## src/hw/rtl/albt_pkg.sv

```systemverilog
// Shared types, widths, operation codes and register indexes of the loop buffer tap.
// Used by albt_ctrl, albt_datapath and audio_loop_buffer_tap; depends on nothing.
`default_nettype none

package albt_pkg;

   // store geometry
   localparam int DEPTH      = 65536;
   localparam int ADDR_W     = $clog2(DEPTH);

   // field and register widths
   localparam int OP_W       = 3;
   localparam int SAMPLE_W   = 32;
   localparam int POS_W      = 16;
   localparam int LOOP_W     = 17;
   localparam int INC_W      = 17;
   localparam int RATE_W     = 16;
   localparam int CSR_IDX_W  = 2;
   localparam int CSR_DATA_W = 32;

   // effective loop length holds 1..DEPTH
   localparam int DEPTH_W    = $clog2(DEPTH + 1);
   localparam int EFF_W      = (LOOP_W > DEPTH_W) ? LOOP_W : DEPTH_W;

   // modulo unit: dividend is tap plus increment or a set position, one bit per step
   localparam int SUM_W      = (ADDR_W > INC_W) ? ADDR_W : INC_W;
   localparam int DIV_W      = SUM_W + 1;
   localparam int STEP_W     = $clog2(DIV_W);

   // register reset values
   localparam logic [CSR_DATA_W-1:0] LOOP_RESET = CSR_DATA_W'(65536);
   localparam logic [INC_W-1:0]      INC_RESET  = INC_W'(1);
   localparam logic [RATE_W-1:0]     RATE_RESET = RATE_W'(1);

   // operation codes
   localparam logic [OP_W-1:0] OP_READ    = 3'd0;
   localparam logic [OP_W-1:0] OP_WRITE   = 3'd1;
   localparam logic [OP_W-1:0] OP_MIX     = 3'd2;
   localparam logic [OP_W-1:0] OP_ADD     = 3'd3;
   localparam logic [OP_W-1:0] OP_ADVANCE = 3'd4;
   localparam logic [OP_W-1:0] OP_SET_POS = 3'd5;

   // register indexes
   localparam logic [CSR_IDX_W-1:0] CSR_LOOP_LENGTH  = 2'd0;
   localparam logic [CSR_IDX_W-1:0] CSR_INCREMENT    = 2'd1;
   localparam logic [CSR_IDX_W-1:0] CSR_RATE_DIVISOR = 2'd2;
   localparam logic [CSR_IDX_W-1:0] CSR_PRE_LEVEL    = 2'd3;

   typedef enum logic [3:0] {
      CTL_CLEAR,
      CTL_IDLE,
      CTL_FETCH,
      CTL_MUL,
      CTL_STORE,
      CTL_REPLY,
      CTL_WRITE,
      CTL_ADVANCE,
      CTL_DIVIDE,
      CTL_TAP_LOAD
   } ctl_state_type;

   // controller to datapath
   typedef struct packed {
      logic accept;
      logic fetch;
      logic mul;
      logic store;
      logic use_product;
      logic write_sample;
      logic advance;
      logic div_load_adv;
      logic div_load_pos;
      logic div_step;
      logic tap_load;
      logic clear_write;
   } cmd_type;

   // datapath to controller
   typedef struct packed {
      logic count_hit;
      logic div_last;
      logic clear_last;
   } status_type;

   // map a loop_length write onto the length the tap really cycles through
   function automatic logic [EFF_W-1:0] eff_loop(input logic [CSR_DATA_W-1:0] value);
      logic [LOOP_W-1:0] len;
      len = value[LOOP_W-1:0];
      if (len == '0 || 64'(len) > 64'(DEPTH)) begin
         return EFF_W'(DEPTH);
      end
      return EFF_W'(len);
   endfunction

endpackage

`default_nettype wire

```

## src/hw/rtl/albt_ctrl.sv

```systemverilog
// Sequencer of the loop buffer tap: clearing pass, operation decode and step order.
// Depends on albt_pkg for state, command and status types and operation codes.
`default_nettype none

module albt_ctrl (
   input  wire logic                        clock,
   input  wire logic                        reset,
   input  wire logic                        req_start,
   input  wire logic [albt_pkg::OP_W-1:0]   req_operation,
   input  wire albt_pkg::status_type        status,
   output albt_pkg::cmd_type                cmd,
   output logic                             busy,
   output logic                             rsp_valid
);

   albt_pkg::ctl_state_type state_ff, state_in;
   logic [albt_pkg::OP_W-1:0] op_ff, op_in;

   // state and operation registers
   always_ff @(posedge clock) begin
      if (reset) begin
         state_ff <= albt_pkg::CTL_CLEAR;
         op_ff    <= albt_pkg::OP_READ;
      end else begin
         state_ff <= state_in;
         op_ff    <= op_in;
      end
   end

   // next state and commands
   always_comb begin
      state_in  = state_ff;
      op_in     = op_ff;
      cmd       = '0;
      busy      = 1'b1;
      rsp_valid = 1'b0;
      case (state_ff)
         albt_pkg::CTL_CLEAR: begin
            cmd.clear_write = 1'b1;
            if (status.clear_last) begin
               state_in = albt_pkg::CTL_IDLE;
            end
         end
         albt_pkg::CTL_IDLE: begin
            busy = 1'b0;
            if (req_start) begin
               cmd.accept = 1'b1;
               op_in      = req_operation;
               case (req_operation)
                  albt_pkg::OP_READ,
                  albt_pkg::OP_MIX,
                  albt_pkg::OP_ADD:     state_in = albt_pkg::CTL_FETCH;
                  albt_pkg::OP_WRITE:   state_in = albt_pkg::CTL_WRITE;
                  albt_pkg::OP_ADVANCE: state_in = albt_pkg::CTL_ADVANCE;
                  albt_pkg::OP_SET_POS: begin
                     cmd.div_load_pos = 1'b1;
                     state_in         = albt_pkg::CTL_DIVIDE;
                  end
                  default:              state_in = albt_pkg::CTL_IDLE;
               endcase
            end
         end
         albt_pkg::CTL_FETCH: begin
            cmd.fetch = 1'b1;
            if (op_ff == albt_pkg::OP_MIX) begin
               state_in = albt_pkg::CTL_MUL;
            end else if (op_ff == albt_pkg::OP_ADD) begin
               state_in = albt_pkg::CTL_STORE;
            end else begin
               state_in = albt_pkg::CTL_REPLY;
            end
         end
         albt_pkg::CTL_MUL: begin
            cmd.mul  = 1'b1;
            state_in = albt_pkg::CTL_STORE;
         end
         albt_pkg::CTL_STORE: begin
            cmd.store       = 1'b1;
            cmd.use_product = (op_ff == albt_pkg::OP_MIX);
            state_in        = albt_pkg::CTL_IDLE;
         end
         albt_pkg::CTL_REPLY: begin
            rsp_valid = 1'b1;
            state_in  = albt_pkg::CTL_IDLE;
         end
         albt_pkg::CTL_WRITE: begin
            cmd.write_sample = 1'b1;
            state_in         = albt_pkg::CTL_IDLE;
         end
         albt_pkg::CTL_ADVANCE: begin
            cmd.advance = 1'b1;
            if (status.count_hit) begin
               cmd.div_load_adv = 1'b1;
               state_in         = albt_pkg::CTL_DIVIDE;
            end else begin
               state_in = albt_pkg::CTL_IDLE;
            end
         end
         albt_pkg::CTL_DIVIDE: begin
            cmd.div_step = 1'b1;
            if (status.div_last) begin
               state_in = albt_pkg::CTL_TAP_LOAD;
            end
         end
         albt_pkg::CTL_TAP_LOAD: begin
            cmd.tap_load = 1'b1;
            state_in     = albt_pkg::CTL_IDLE;
         end
         default: begin
            state_in = albt_pkg::CTL_IDLE;
         end
      endcase
   end

   // reset always restarts the clearing pass
   assert property (@(posedge clock) reset |=> state_ff == albt_pkg::CTL_CLEAR)
      else $error("reset did not start the clearing pass");

   // a result word is shown for one cycle and the block then returns to idle
   assert property (@(posedge clock) disable iff (reset)
                    rsp_valid |=> !rsp_valid && state_ff == albt_pkg::CTL_IDLE)
      else $error("result strobe not followed by idle");

endmodule

`default_nettype wire

```

## config.mk

```make
export PLATFORM = sky130hd
export DESIGN_NAME = albt_ctrl
export DESIGN_NICKNAME = d
export VERILOG_FILES = /design/src/hw/rtl/albt_pkg.sv /design/src/hw/rtl/albt_ctrl.sv
export SDC_FILE = /design/constraint.sdc
export NUM_CORES = 1
export LEC_CHECK = 0
export CORE_AREA = 4 4 41 43
export DETAILED_ROUTE_END_ITERATION = 6
export DIE_AREA = 0 0 45 47
export DONT_BUFFER_PORTS = 1
export GPL_ROUTABILITY_DRIVEN = 0
export HOLD_SLACK_MARGIN = 0.1
export MAX_ROUTING_LAYER = met4
export PLACE_DENSITY = 0.59
export SETUP_SLACK_MARGIN = 0.2
export SLEW_MARGIN = 20
export SYNTH_ARGS = -nofsm -noshare
export SYNTH_HDL_FRONTEND = slang
export SYNTH_SLANG_ARGS = --single-unit
export TNS_END_PERCENT = 5
```

## constraint.sdc

```tcl
create_clock -name clock -period 2.2 [get_ports clock]
set_clock_uncertainty 0.1 [all_clocks]
set_input_delay 0.22 -clock clock [delete_from_list [all_inputs] [get_ports clock]]
set_output_delay 0.22 -clock clock [all_outputs]
set_load 0.03 [all_outputs]
```

==> run_summary.xml, run 1 <==
<?xml version="1.0" encoding="UTF-8"?>
<metrics>
  <group name="routing">
    <metric name="wl" unit="mm">1.35</metric>
    <metric name="detail_route.iter0.violations" unit="">14</metric>
    <metric name="route.detailed.drc" unit="">0</metric>
    <metric name="route.antenna.remaining_nets" unit="">0</metric>
    <metric name="routedWlPerCell" unit="microns">13.9</metric>
    <metric name="drt_first_pass_iters" unit="">4</metric>
    <metric name="vias_per_cell" unit="">5.64</metric>
    <metric name="vias" unit="">547</metric>
  </group>
  <group name="die">
    <metric name="number_of_rows_created_at_floorplan" unit="">13</metric>
    <metric name="die-area" unit="sq um">2120</metric>
    <metric name="start_util" unit="%">40.0</metric>
    <metric name="floorplan.die.width" unit="microns">45</metric>
    <metric name="die_h" unit="microns">47</metric>
    <metric name="io-pin-count" unit="">23</metric>
    <metric name="placeableCoreArea" unit="sq um">1300</metric>
  </group>
  <group name="clocking">
    <metric name="max-clock-path-buffers" unit="">2</metric>
    <metric name="cts_made_buffers" unit="">3</metric>
    <metric name="clk_transition_reported_paths" unit="ps">50</metric>
    <metric name="cts_tree" unit="">yes</metric>
    <metric name="cts_sinks" unit="">7</metric>
    <metric name="ctsHtreeMaxLevel" unit="">1</metric>
    <metric name="clock_latency" unit="ps">250</metric>
    <metric name="clk_root_buffer_cell" unit="">sky130_fd_sc_hd__clkbuf_4</metric>
  </group>
  <group name="synth">
    <metric name="asyncSetResetFlopFracSynth" unit="%">0</metric>
    <metric name="combinational_family_with_the_most_area_after_synthesis" unit="">simple AND/OR/NAND/NOR gates</metric>
    <metric name="ys.warnings.count" unit="">0</metric>
    <metric name="ys_seq_elements" unit="">7</metric>
    <metric name="post_synth_mux_area_share" unit="%">2.16</metric>
    <metric name="synth_cells" unit="">65</metric>
    <metric name="synth.cell_area" unit="sq um">520</metric>
    <metric name="avgSynthCellArea" unit="sq um">8.01</metric>
    <metric name="synth_seq_area_share" unit="%">26.9</metric>
    <metric name="synth-compound-area-share" unit="%">18.3</metric>
    <metric name="synthDistinctLibCells" unit="">34</metric>
    <metric name="synth.net_count" unit="">74</metric>
    <metric name="synth_fa_ha_area_share" unit="%">0</metric>
    <metric name="synth_flop_cell" unit="">sky130_fd_sc_hd__dfxtp_1</metric>
    <metric name="synth_simple_gate_area_share" unit="%">43.5</metric>
    <metric name="synth-edff-count" unit="">0</metric>
    <metric name="synth_xor_area_share" unit="%">1.68</metric>
  </group>
  <group name="status">
    <metric name="run_status" unit="">finished, final reports clean</metric>
  </group>
  <group name="worst_setup_path">
    <metric name="critical_path.max_fanout" unit="">12</metric>
    <metric name="path_cells" unit="">nand2b_1 &gt; nor3_1 &gt; buf_4</metric>
    <metric name="worst_ep_required_time" unit="ps">1880</metric>
    <metric name="path_delay_family" unit="">flip-flops</metric>
    <metric name="rr_startpoint" unit="">state_ff[3]</metric>
    <metric name="critPathArrivalTime" unit="ps">1530</metric>
    <metric name="ff2ff_path_depth" unit="">4</metric>
    <metric name="timing.critical_path.slowest_stage_cell" unit="">sky130_fd_sc_hd__dfxtp_1</metric>
    <metric name="end_kind" unit="">output pin</metric>
    <metric name="cp.buffers_inverters" unit="">1</metric>
    <metric name="timing.reg2reg.setup_slack" unit="ps">390</metric>
    <metric name="worstSetupPathType" unit="">reg -&gt; out</metric>
    <metric name="rr_endpoint" unit="">state_ff[0]</metric>
    <metric name="critical_path.max_stage_delay" unit="ps">590</metric>
    <metric name="worst_setup_path_start_kind" unit="">flop</metric>
  </group>
  <group name="sta">
    <metric name="timing.final.setup_violations" unit="">0</metric>
    <metric name="maxSlewHeadroom" unit="%">63.1</metric>
    <metric name="final_max_slew_viol_count" unit="">0</metric>
    <metric name="fmaxAchievable" unit="MHz">541</metric>
    <metric name="final.setup.tns" unit="ps">0</metric>
    <metric name="worstMarginPinSlew" unit="ps">551</metric>
    <metric name="finalWorstPathRequiredPeriod" unit="ps">1850</metric>
    <metric name="setup_repair_after_global_routing_missed_its_margin" unit="">false</metric>
    <metric name="finalHoldViolations" unit="">0</metric>
    <metric name="fin_crit_sh" unit="%">84.0</metric>
    <metric name="post-route-worst-setup-slack" unit="ps">353</metric>
  </group>
  <group name="final_layout">
    <metric name="fillerInstances" unit="">134</metric>
    <metric name="syn_to_final_growth" unit="%">30.5</metric>
    <metric name="diodes" unit="">0</metric>
    <metric name="ratio_of_cells_with_drive_above_1_in_the_final_layout" unit="%">26.8</metric>
    <metric name="final_cell_area" unit="sq um">679</metric>
    <metric name="seq_cell_area" unit="sq um">141</metric>
    <metric name="mostFrequentLayoutCells" unit="">12 x sky130_fd_sc_hd__buf_4, 7 x sky130_fd_sc_hd__nand2_1, 6 x sky130_fd_sc_hd__nor3_1, 6 x sky130_fd_sc_hd__dfxtp_1</metric>
    <metric name="finish.net_count" unit="">92</metric>
    <metric name="multi_input_area" unit="sq um">342</metric>
    <metric name="postLayoutCoreUtil" unit="%">52.2</metric>
    <metric name="mostFrequentLayoutCell" unit="">sky130_fd_sc_hd__buf_4</metric>
  </group>
  <group name="power_and_ir_drop">
    <metric name="internal_power" unit="mW">0.233</metric>
    <metric name="cellPowerDensity" unit="nW/um^2">476</metric>
    <metric name="seq_power_share" unit="%">43.2</metric>
    <metric name="power.share.combinational" unit="%">21.2</metric>
    <metric name="clock_power_share" unit="%">35.7</metric>
    <metric name="power.net_switching" unit="mW">0.0902</metric>
    <metric name="power.static_leakage" unit="nW">0.260</metric>
    <metric name="power.ir.vdd_worst" unit="uV">256</metric>
    <metric name="power_switching_share" unit="%">27.9</metric>
  </group>
  <group name="place">
    <metric name="placedInstanceArea" unit="sq um">594</metric>
    <metric name="pre_cts_ws" unit="ps">380</metric>
    <metric name="dp_hpwl" unit="mm">1.02</metric>
    <metric name="placement.io_buffers" unit="">0</metric>
  </group>
  <group name="global_routing">
    <metric name="grt.overflow.total" unit="">0</metric>
    <metric name="grt_max_degree" unit="">13</metric>
    <metric name="grt_first_pass_wirelength" unit="mm">2.24</metric>
    <metric name="grt_util_overall" unit="%">15.1</metric>
    <metric name="antenna_found_initial" unit="">0</metric>
    <metric name="first_global_vias" unit="">525</metric>
  </group>
  <group name="job">
    <metric name="max-cap-violations" unit="">0</metric>
  </group>
  <group name="min_path">
    <metric name="hold_class" unit="">in -&gt; reg</metric>
    <metric name="holdPathEnd" unit="">op_ff[0]</metric>
    <metric name="min-delay-start" unit="">req_start</metric>
    <metric name="holdPathStages" unit="">3</metric>
  </group>
</metrics>
-- kinds of logic (layout without fill, tap and decap cells) --
logic type | Yosys count | in the layout
compound gates | 13 | 13
simple gates | 36 | 36
buf+inv | 7 | 24
mux | 1 | 1
flops | 7 | 7
xor+xnor | 1 | 1
-- area by class of cell --
type	instances	area share, %
Sequential cell	7	20.8
Multi-Input combinational cell	51	50.3
Timing Repair Buffer	17	20.6
Clock buffer	4	3.87
Inverter	3	1.66
Tap cell	15	2.76
-- state kept, by name, indices dropped and copies added (netlist names) --
register	flops
op_ff	3
state_ff	4
-- per-layer routing --
layer  track usage [%]  wire [microns]  vias up
met5                 -               0        -
met4              5.26              22        0
met3              5.75              74        2
met2              24.6             682       18
met1              17.0             570      252
li1                  -               -      275
-- worst max path at each step --
stage / startpoint / to / slack (ps) / depth (start not counted)
after CTS: state_ff[0] / cmd[3] / 320 / 2
after global routing: state_ff[1] / cmd[10] / 220 / 3
after global placement: state_ff[0] / state_ff[2] / 340 / 4
after floorplan: op_ff[1] / cmd[7] / 180 / 2
after detailed placement: state_ff[0] / state_ff[2] / 380 / 4
final: state_ff[1] / cmd[10] / 350 / 3
-- worst reg2reg max path, stage by stage, from the launching register on --
cell and delay [ps]:
sky130_fd_sc_hd__dfxtp_1 550, sky130_fd_sc_hd__mux2_2 380, sky130_fd_sc_hd__nor4_1 360, sky130_fd_sc_hd__nor2_1 100
sky130_fd_sc_hd__a311oi_1 220
-- per-stage QoR --
step                      hold WS (ps)  instances  total power, mW
after floorplan                    189         65            0.185
after global placement             190         87            0.197
after detailed placement           192         87            0.197
after CTS                          134         97            0.324
after global routing               154         97            0.341
final                              132         97            0.324
-- power by group through the flow --
stage | Sequential [mW] | Clock [mW] | Combinational (mW)
CTS | 0.139 | 0.117 | 0.0684
floorplan | 0.137 | 0 | 0.0487
finish | 0.140 | 0.115 | 0.0685
global placement | 0.142 | 0 | 0.0556
detailed placement | 0.142 | 0 | 0.0556
global route | 0.141 | 0.126 | 0.0743
-- synthesized netlist by cell type, types with 2 or more instances --
| library cell | n | share of area, % |
|---|---|---|
| sky130_fd_sc_hd__dfxtp_1 | 7 | 27 |
| sky130_fd_sc_hd__nand2_1 | 7 | 5.0 |
| sky130_fd_sc_hd__nor3_1 | 6 | 5.8 |
| sky130_fd_sc_hd__a21oi_1 | 5 | 4.8 |
| sky130_fd_sc_hd__nor2_1 | 4 | 2.9 |
| sky130_fd_sc_hd__nand3_1 | 3 | 2.9 |
| sky130_fd_sc_hd__nor4_1 | 3 | 3.6 |
| sky130_fd_sc_hd__a311oi_1 | 2 | 3.4 |
| sky130_fd_sc_hd__inv_1 | 2 | 1.4 |
| sky130_fd_sc_hd__nand2b_1 | 2 | 2.4 |
-- repair_timing --
action                                  4_1_cts  5_1_grt
endpoints found under the setup margin        2        1
setup buffers                                 1        0
hold endpoints to repair                      7        0
hold buffers                                  5        0
gates resized for setup                       0        1
pin swaps                                     0        0
(Power assumes the default switching activity.)
==> inputs of run 2 (changes only) <==
--- a/config.mk
+++ b/config.mk
@@ -5,6 +5,7 @@
 export SDC_FILE = /design/constraint.sdc
 export NUM_CORES = 1
 export LEC_CHECK = 0
+export ABC_AREA = 1
 export CORE_AREA = 4 4 41 43
 export DETAILED_ROUTE_END_ITERATION = 6
 export DIE_AREA = 0 0 45 47
@@ -12,7 +13,7 @@
 export GPL_ROUTABILITY_DRIVEN = 0
 export HOLD_SLACK_MARGIN = 0.1
 export MAX_ROUTING_LAYER = met4
-export PLACE_DENSITY = 0.59
+export PLACE_DENSITY = 0.62
 export SETUP_SLACK_MARGIN = 0.2
 export SLEW_MARGIN = 20
 export SYNTH_ARGS = -nofsm -noshare
==> constraint.sdc (replaced) <==
create_clock -name clock -period 1.69 [get_ports clock]
set_clock_uncertainty 0.1 [all_clocks]
set_input_delay 0.169 -clock clock [delete_from_list [all_inputs] [get_ports clock]]
set_output_delay 0.169 -clock clock [all_outputs]
set_load 0.03 [all_outputs]
==> run_summary.xml, run 2 <==
<?xml version="1.0" encoding="UTF-8"?>
<metrics>
  <group name="final_layout">
    <metric name="fillerInstances" unit="">140</metric>
    <metric name="largest_registers" unit="">state_ff: 4 flops, op_ff: 3 flops</metric>
    <metric name="final_cell_area" unit="sq um">777</metric>
    <metric name="register_bank_with_the_most_flops" unit="">state_ff</metric>
    <metric name="multi_input_area" unit="sq um">343</metric>
    <metric name="ratio_of_cells_with_drive_above_1_in_the_final_layout" unit="%">30.3</metric>
    <metric name="diodes" unit="">0</metric>
    <metric name="max_reg_flops" unit="">4</metric>
    <metric name="syn_to_final_growth" unit="%">46.8</metric>
    <metric name="finish.net_count" unit="">129</metric>
    <metric name="final-instance-count-excl-fill" unit="">134</metric>
    <metric name="mostFrequentLayoutCells" unit="">19 x sky130_fd_sc_hd__nand2_1, 18 x sky130_fd_sc_hd__nor2_1, 15 x sky130_fd_sc_hd__buf_4, 13 x sky130_fd_sc_hd__inv_1, 11 x sky130_fd_sc_hd__nand3_1</metric>
    <metric name="seq_cell_area" unit="sq um">145</metric>
    <metric name="mostFrequentLayoutCell" unit="">sky130_fd_sc_hd__nand2_1</metric>
  </group>
  <group name="global_routing">
    <metric name="grt.overflow.total" unit="">0</metric>
    <metric name="first_global_vias" unit="">563</metric>
    <metric name="antenna_found_initial" unit="">0</metric>
    <metric name="grt_max_degree" unit="">8</metric>
    <metric name="grt_util_overall" unit="%">15.0</metric>
    <metric name="grt_first_pass_wirelength" unit="mm">2.28</metric>
  </group>
  <group name="synth">
    <metric name="synth_flop_cell" unit="">sky130_fd_sc_hd__dfxtp_1</metric>
    <metric name="ys_top_cells_by_area" unit="">sky130_fd_sc_hd__dfxtp_1 26%, sky130_fd_sc_hd__nand2_1 15%, sky130_fd_sc_hd__nor2_1 13%</metric>
    <metric name="ys.warnings.count" unit="">0</metric>
    <metric name="top_cell_type_s_share_of_synthesized_area" unit="%">26.5</metric>
    <metric name="synth.largest_area_cell" unit="">sky130_fd_sc_hd__dfxtp_1</metric>
    <metric name="avgSynthCellArea" unit="sq um">5.63</metric>
    <metric name="netlist_top_cells_count" unit="">21 x sky130_fd_sc_hd__nand2_1, 18 x sky130_fd_sc_hd__nor2_1, 17 x sky130_fd_sc_hd__inv_1, 11 x sky130_fd_sc_hd__nand3_1, 7 x sky130_fd_sc_hd__dfxtp_1</metric>
    <metric name="synth_cells" unit="">94</metric>
    <metric name="asyncSetResetFlopFracSynth" unit="%">0</metric>
    <metric name="synth.net_count" unit="">103</metric>
    <metric name="synth-edff-count" unit="">0</metric>
    <metric name="ys_seq_elements" unit="">7</metric>
    <metric name="synth.cell_area" unit="sq um">529</metric>
    <metric name="synth_seq_area_share" unit="%">26.5</metric>
    <metric name="synthDistinctLibCells" unit="">16</metric>
    <metric name="synthMostInstantiatedCell" unit="">sky130_fd_sc_hd__nand2_1</metric>
  </group>
  <group name="routing">
    <metric name="vias" unit="">637</metric>
    <metric name="vias_per_cell" unit="">4.75</metric>
    <metric name="wl" unit="mm">1.44</metric>
    <metric name="route.detailed.drc" unit="">0</metric>
    <metric name="routedWlPerCell" unit="microns">10.7</metric>
    <metric name="drt_first_pass_iters" unit="">4</metric>
    <metric name="route.antenna.remaining_nets" unit="">0</metric>
    <metric name="detail_route.iter0.violations" unit="">15</metric>
  </group>
  <group name="sta">
    <metric name="setup_repair_after_global_routing_missed_its_margin" unit="">true</metric>
    <metric name="maxSlewHeadroom" unit="%">81.8</metric>
    <metric name="fin_hold_ws" unit="ps">128</metric>
    <metric name="post-route-worst-setup-slack" unit="ps">216</metric>
    <metric name="timing.final.setup_violations" unit="">0</metric>
    <metric name="final_max_slew_viol_count" unit="">0</metric>
    <metric name="finalHoldViolations" unit="">0</metric>
    <metric name="final.setup.tns" unit="ps">0</metric>
    <metric name="fmaxAchievable" unit="MHz">678</metric>
    <metric name="fin_crit_sh" unit="%">87.2</metric>
    <metric name="finalWorstPathRequiredPeriod" unit="ps">1470</metric>
    <metric name="worstMarginPinSlew" unit="ps">269</metric>
  </group>
  <group name="clocking">
    <metric name="max-clock-path-buffers" unit="">2</metric>
    <metric name="ctsHtreeMaxLevel" unit="">1</metric>
    <metric name="cts_tree" unit="">yes</metric>
    <metric name="cts_sinks" unit="">7</metric>
    <metric name="clk_transition_reported_paths" unit="ps">50</metric>
    <metric name="cts_made_buffers" unit="">3</metric>
    <metric name="clock_latency" unit="ps">240</metric>
    <metric name="clk_root_buffer_cell" unit="">sky130_fd_sc_hd__clkbuf_4</metric>
  </group>
  <group name="worst_setup_path">
    <metric name="end_kind" unit="">output pin</metric>
    <metric name="critical_path.max_fanout" unit="">4</metric>
    <metric name="critPathArrivalTime" unit="ps">1210</metric>
    <metric name="worstSetupPathType" unit="">reg -&gt; out</metric>
    <metric name="worst_ep_required_time" unit="ps">1420</metric>
    <metric name="worst_setup_path_start_kind" unit="">flop</metric>
  </group>
  <group name="status">
    <metric name="run_status" unit="">finished, final reports clean</metric>
  </group>
  <group name="power_and_ir_drop">
    <metric name="power.ir.vdd_worst" unit="uV">678</metric>
    <metric name="power.share.combinational" unit="%">42.4</metric>
    <metric name="power_switching_share" unit="%">37.3</metric>
    <metric name="cellPowerDensity" unit="nW/um^2">760</metric>
    <metric name="seq_power_share" unit="%">33.8</metric>
    <metric name="power.static_leakage" unit="nW">0.423</metric>
    <metric name="internal_power" unit="mW">0.370</metric>
    <metric name="power.net_switching" unit="mW">0.220</metric>
    <metric name="clock_power_share" unit="%">23.8</metric>
  </group>
  <group name="place">
    <metric name="pre_cts_ws" unit="ps">303</metric>
    <metric name="place_inst" unit="">119</metric>
    <metric name="dp_hpwl" unit="mm">1.11</metric>
    <metric name="placement.io_buffers" unit="">0</metric>
    <metric name="placedInstanceArea" unit="sq um">628</metric>
  </group>
  <group name="min_path">
    <metric name="hold_class" unit="">in -&gt; reg</metric>
  </group>
  <group name="job">
    <metric name="max-cap-violations" unit="">0</metric>
  </group>
  <group name="die">
    <metric name="placeableCoreArea" unit="sq um">1300</metric>
    <metric name="die_h" unit="microns">47</metric>
    <metric name="io-pin-count" unit="">23</metric>
    <metric name="floorplan.die.width" unit="microns">45</metric>
    <metric name="die-area" unit="sq um">2120</metric>
    <metric name="start_util" unit="%">40.7</metric>
    <metric name="number_of_rows_created_at_floorplan" unit="">13</metric>
  </group>
</metrics>
run 2: power by group through the flow:
stage	sequential, mW	combinational, mW	clock [mW]
after CTS	0.196	0.234	0.146
after detailed placement	0.197	0.203	0
after global placement	0.196	0.204	0
after floorplan	0.194	0.157	0
final	0.200	0.250	0.140
after global routing	0.201	0.274	0.160
run 2: final cells by class:
| type | instances | area share [%] |
|---|---|---|
| inverters | 18 | 9.02 |
| repair buffers | 21 | 22.4 |
| flip-flops and latches | 7 | 18.7 |
| multi-input cells | 69 | 44.1 |
| clock buffers | 4 | 3.38 |
| well taps | 15 | 2.42 |
run 2: timing repair:
item                                    CTS  global route
endpoints found under the hold margin     7             0
pin swaps                                 3             1
hold buffers                              5             0
setup buffers                             4             2
endpoints found under the setup margin    3             9
resized for setup                         8             6
run 2: logic make-up (layout without fill, tap and decap cells):
kind of cell / after synthesis / count (layout) / share of synthesized area [%]
simple gates: 62 / 62 / 53.2
compound gates: 7 / 7 / 7.56
buf+inv: 18 / 43 / 12.8
flops: 7 / 7 / 26.5
run 2: worst max-delay path, stage by stage (launching register included):
cell and delay, ps:
sky130_fd_sc_hd__dfxtp_2 340, sky130_fd_sc_hd__inv_2 90, sky130_fd_sc_hd__nand2_2 80, sky130_fd_sc_hd__nor2_4 120
sky130_fd_sc_hd__nand2_4 70, sky130_fd_sc_hd__buf_4 140, sky130_fd_sc_hd__inv_2 130
run 2: metal layers:
metal	wire length, microns	up-vias	GRT usage [%]
met2	692	15	25.1
met5	0	-	-
met1	638	275	18.0
li1	-	345	-
met3	93	2	2.30
met4	10	0	5.26
run 2: through the flow:
| step | utilization [%] | power (mW) |
|---|---|---|
| 6_report | 59.7 | 0.590 |
| 2_1_floorplan | - | 0.351 |
| 5_1_grt | 59.7 | 0.636 |
| 4_1_cts | 57.1 | 0.576 |
| 3_3_place_gp | 48.3 | 0.400 |
| 3_5_place_dp | 48.3 | 0.400 |
run 2: final timing paths:
kind | from | to | slack (ps) | depth (start not counted)
min | req_operation[2] | state_ff[0] | 130 | 4
min reg2reg | op_ff[1] | op_ff[1] | 390 | 2
max | state_ff[3] | cmd[11] | 220 | 6
max reg2reg | state_ff[3] | op_ff[2] | 290 | 7
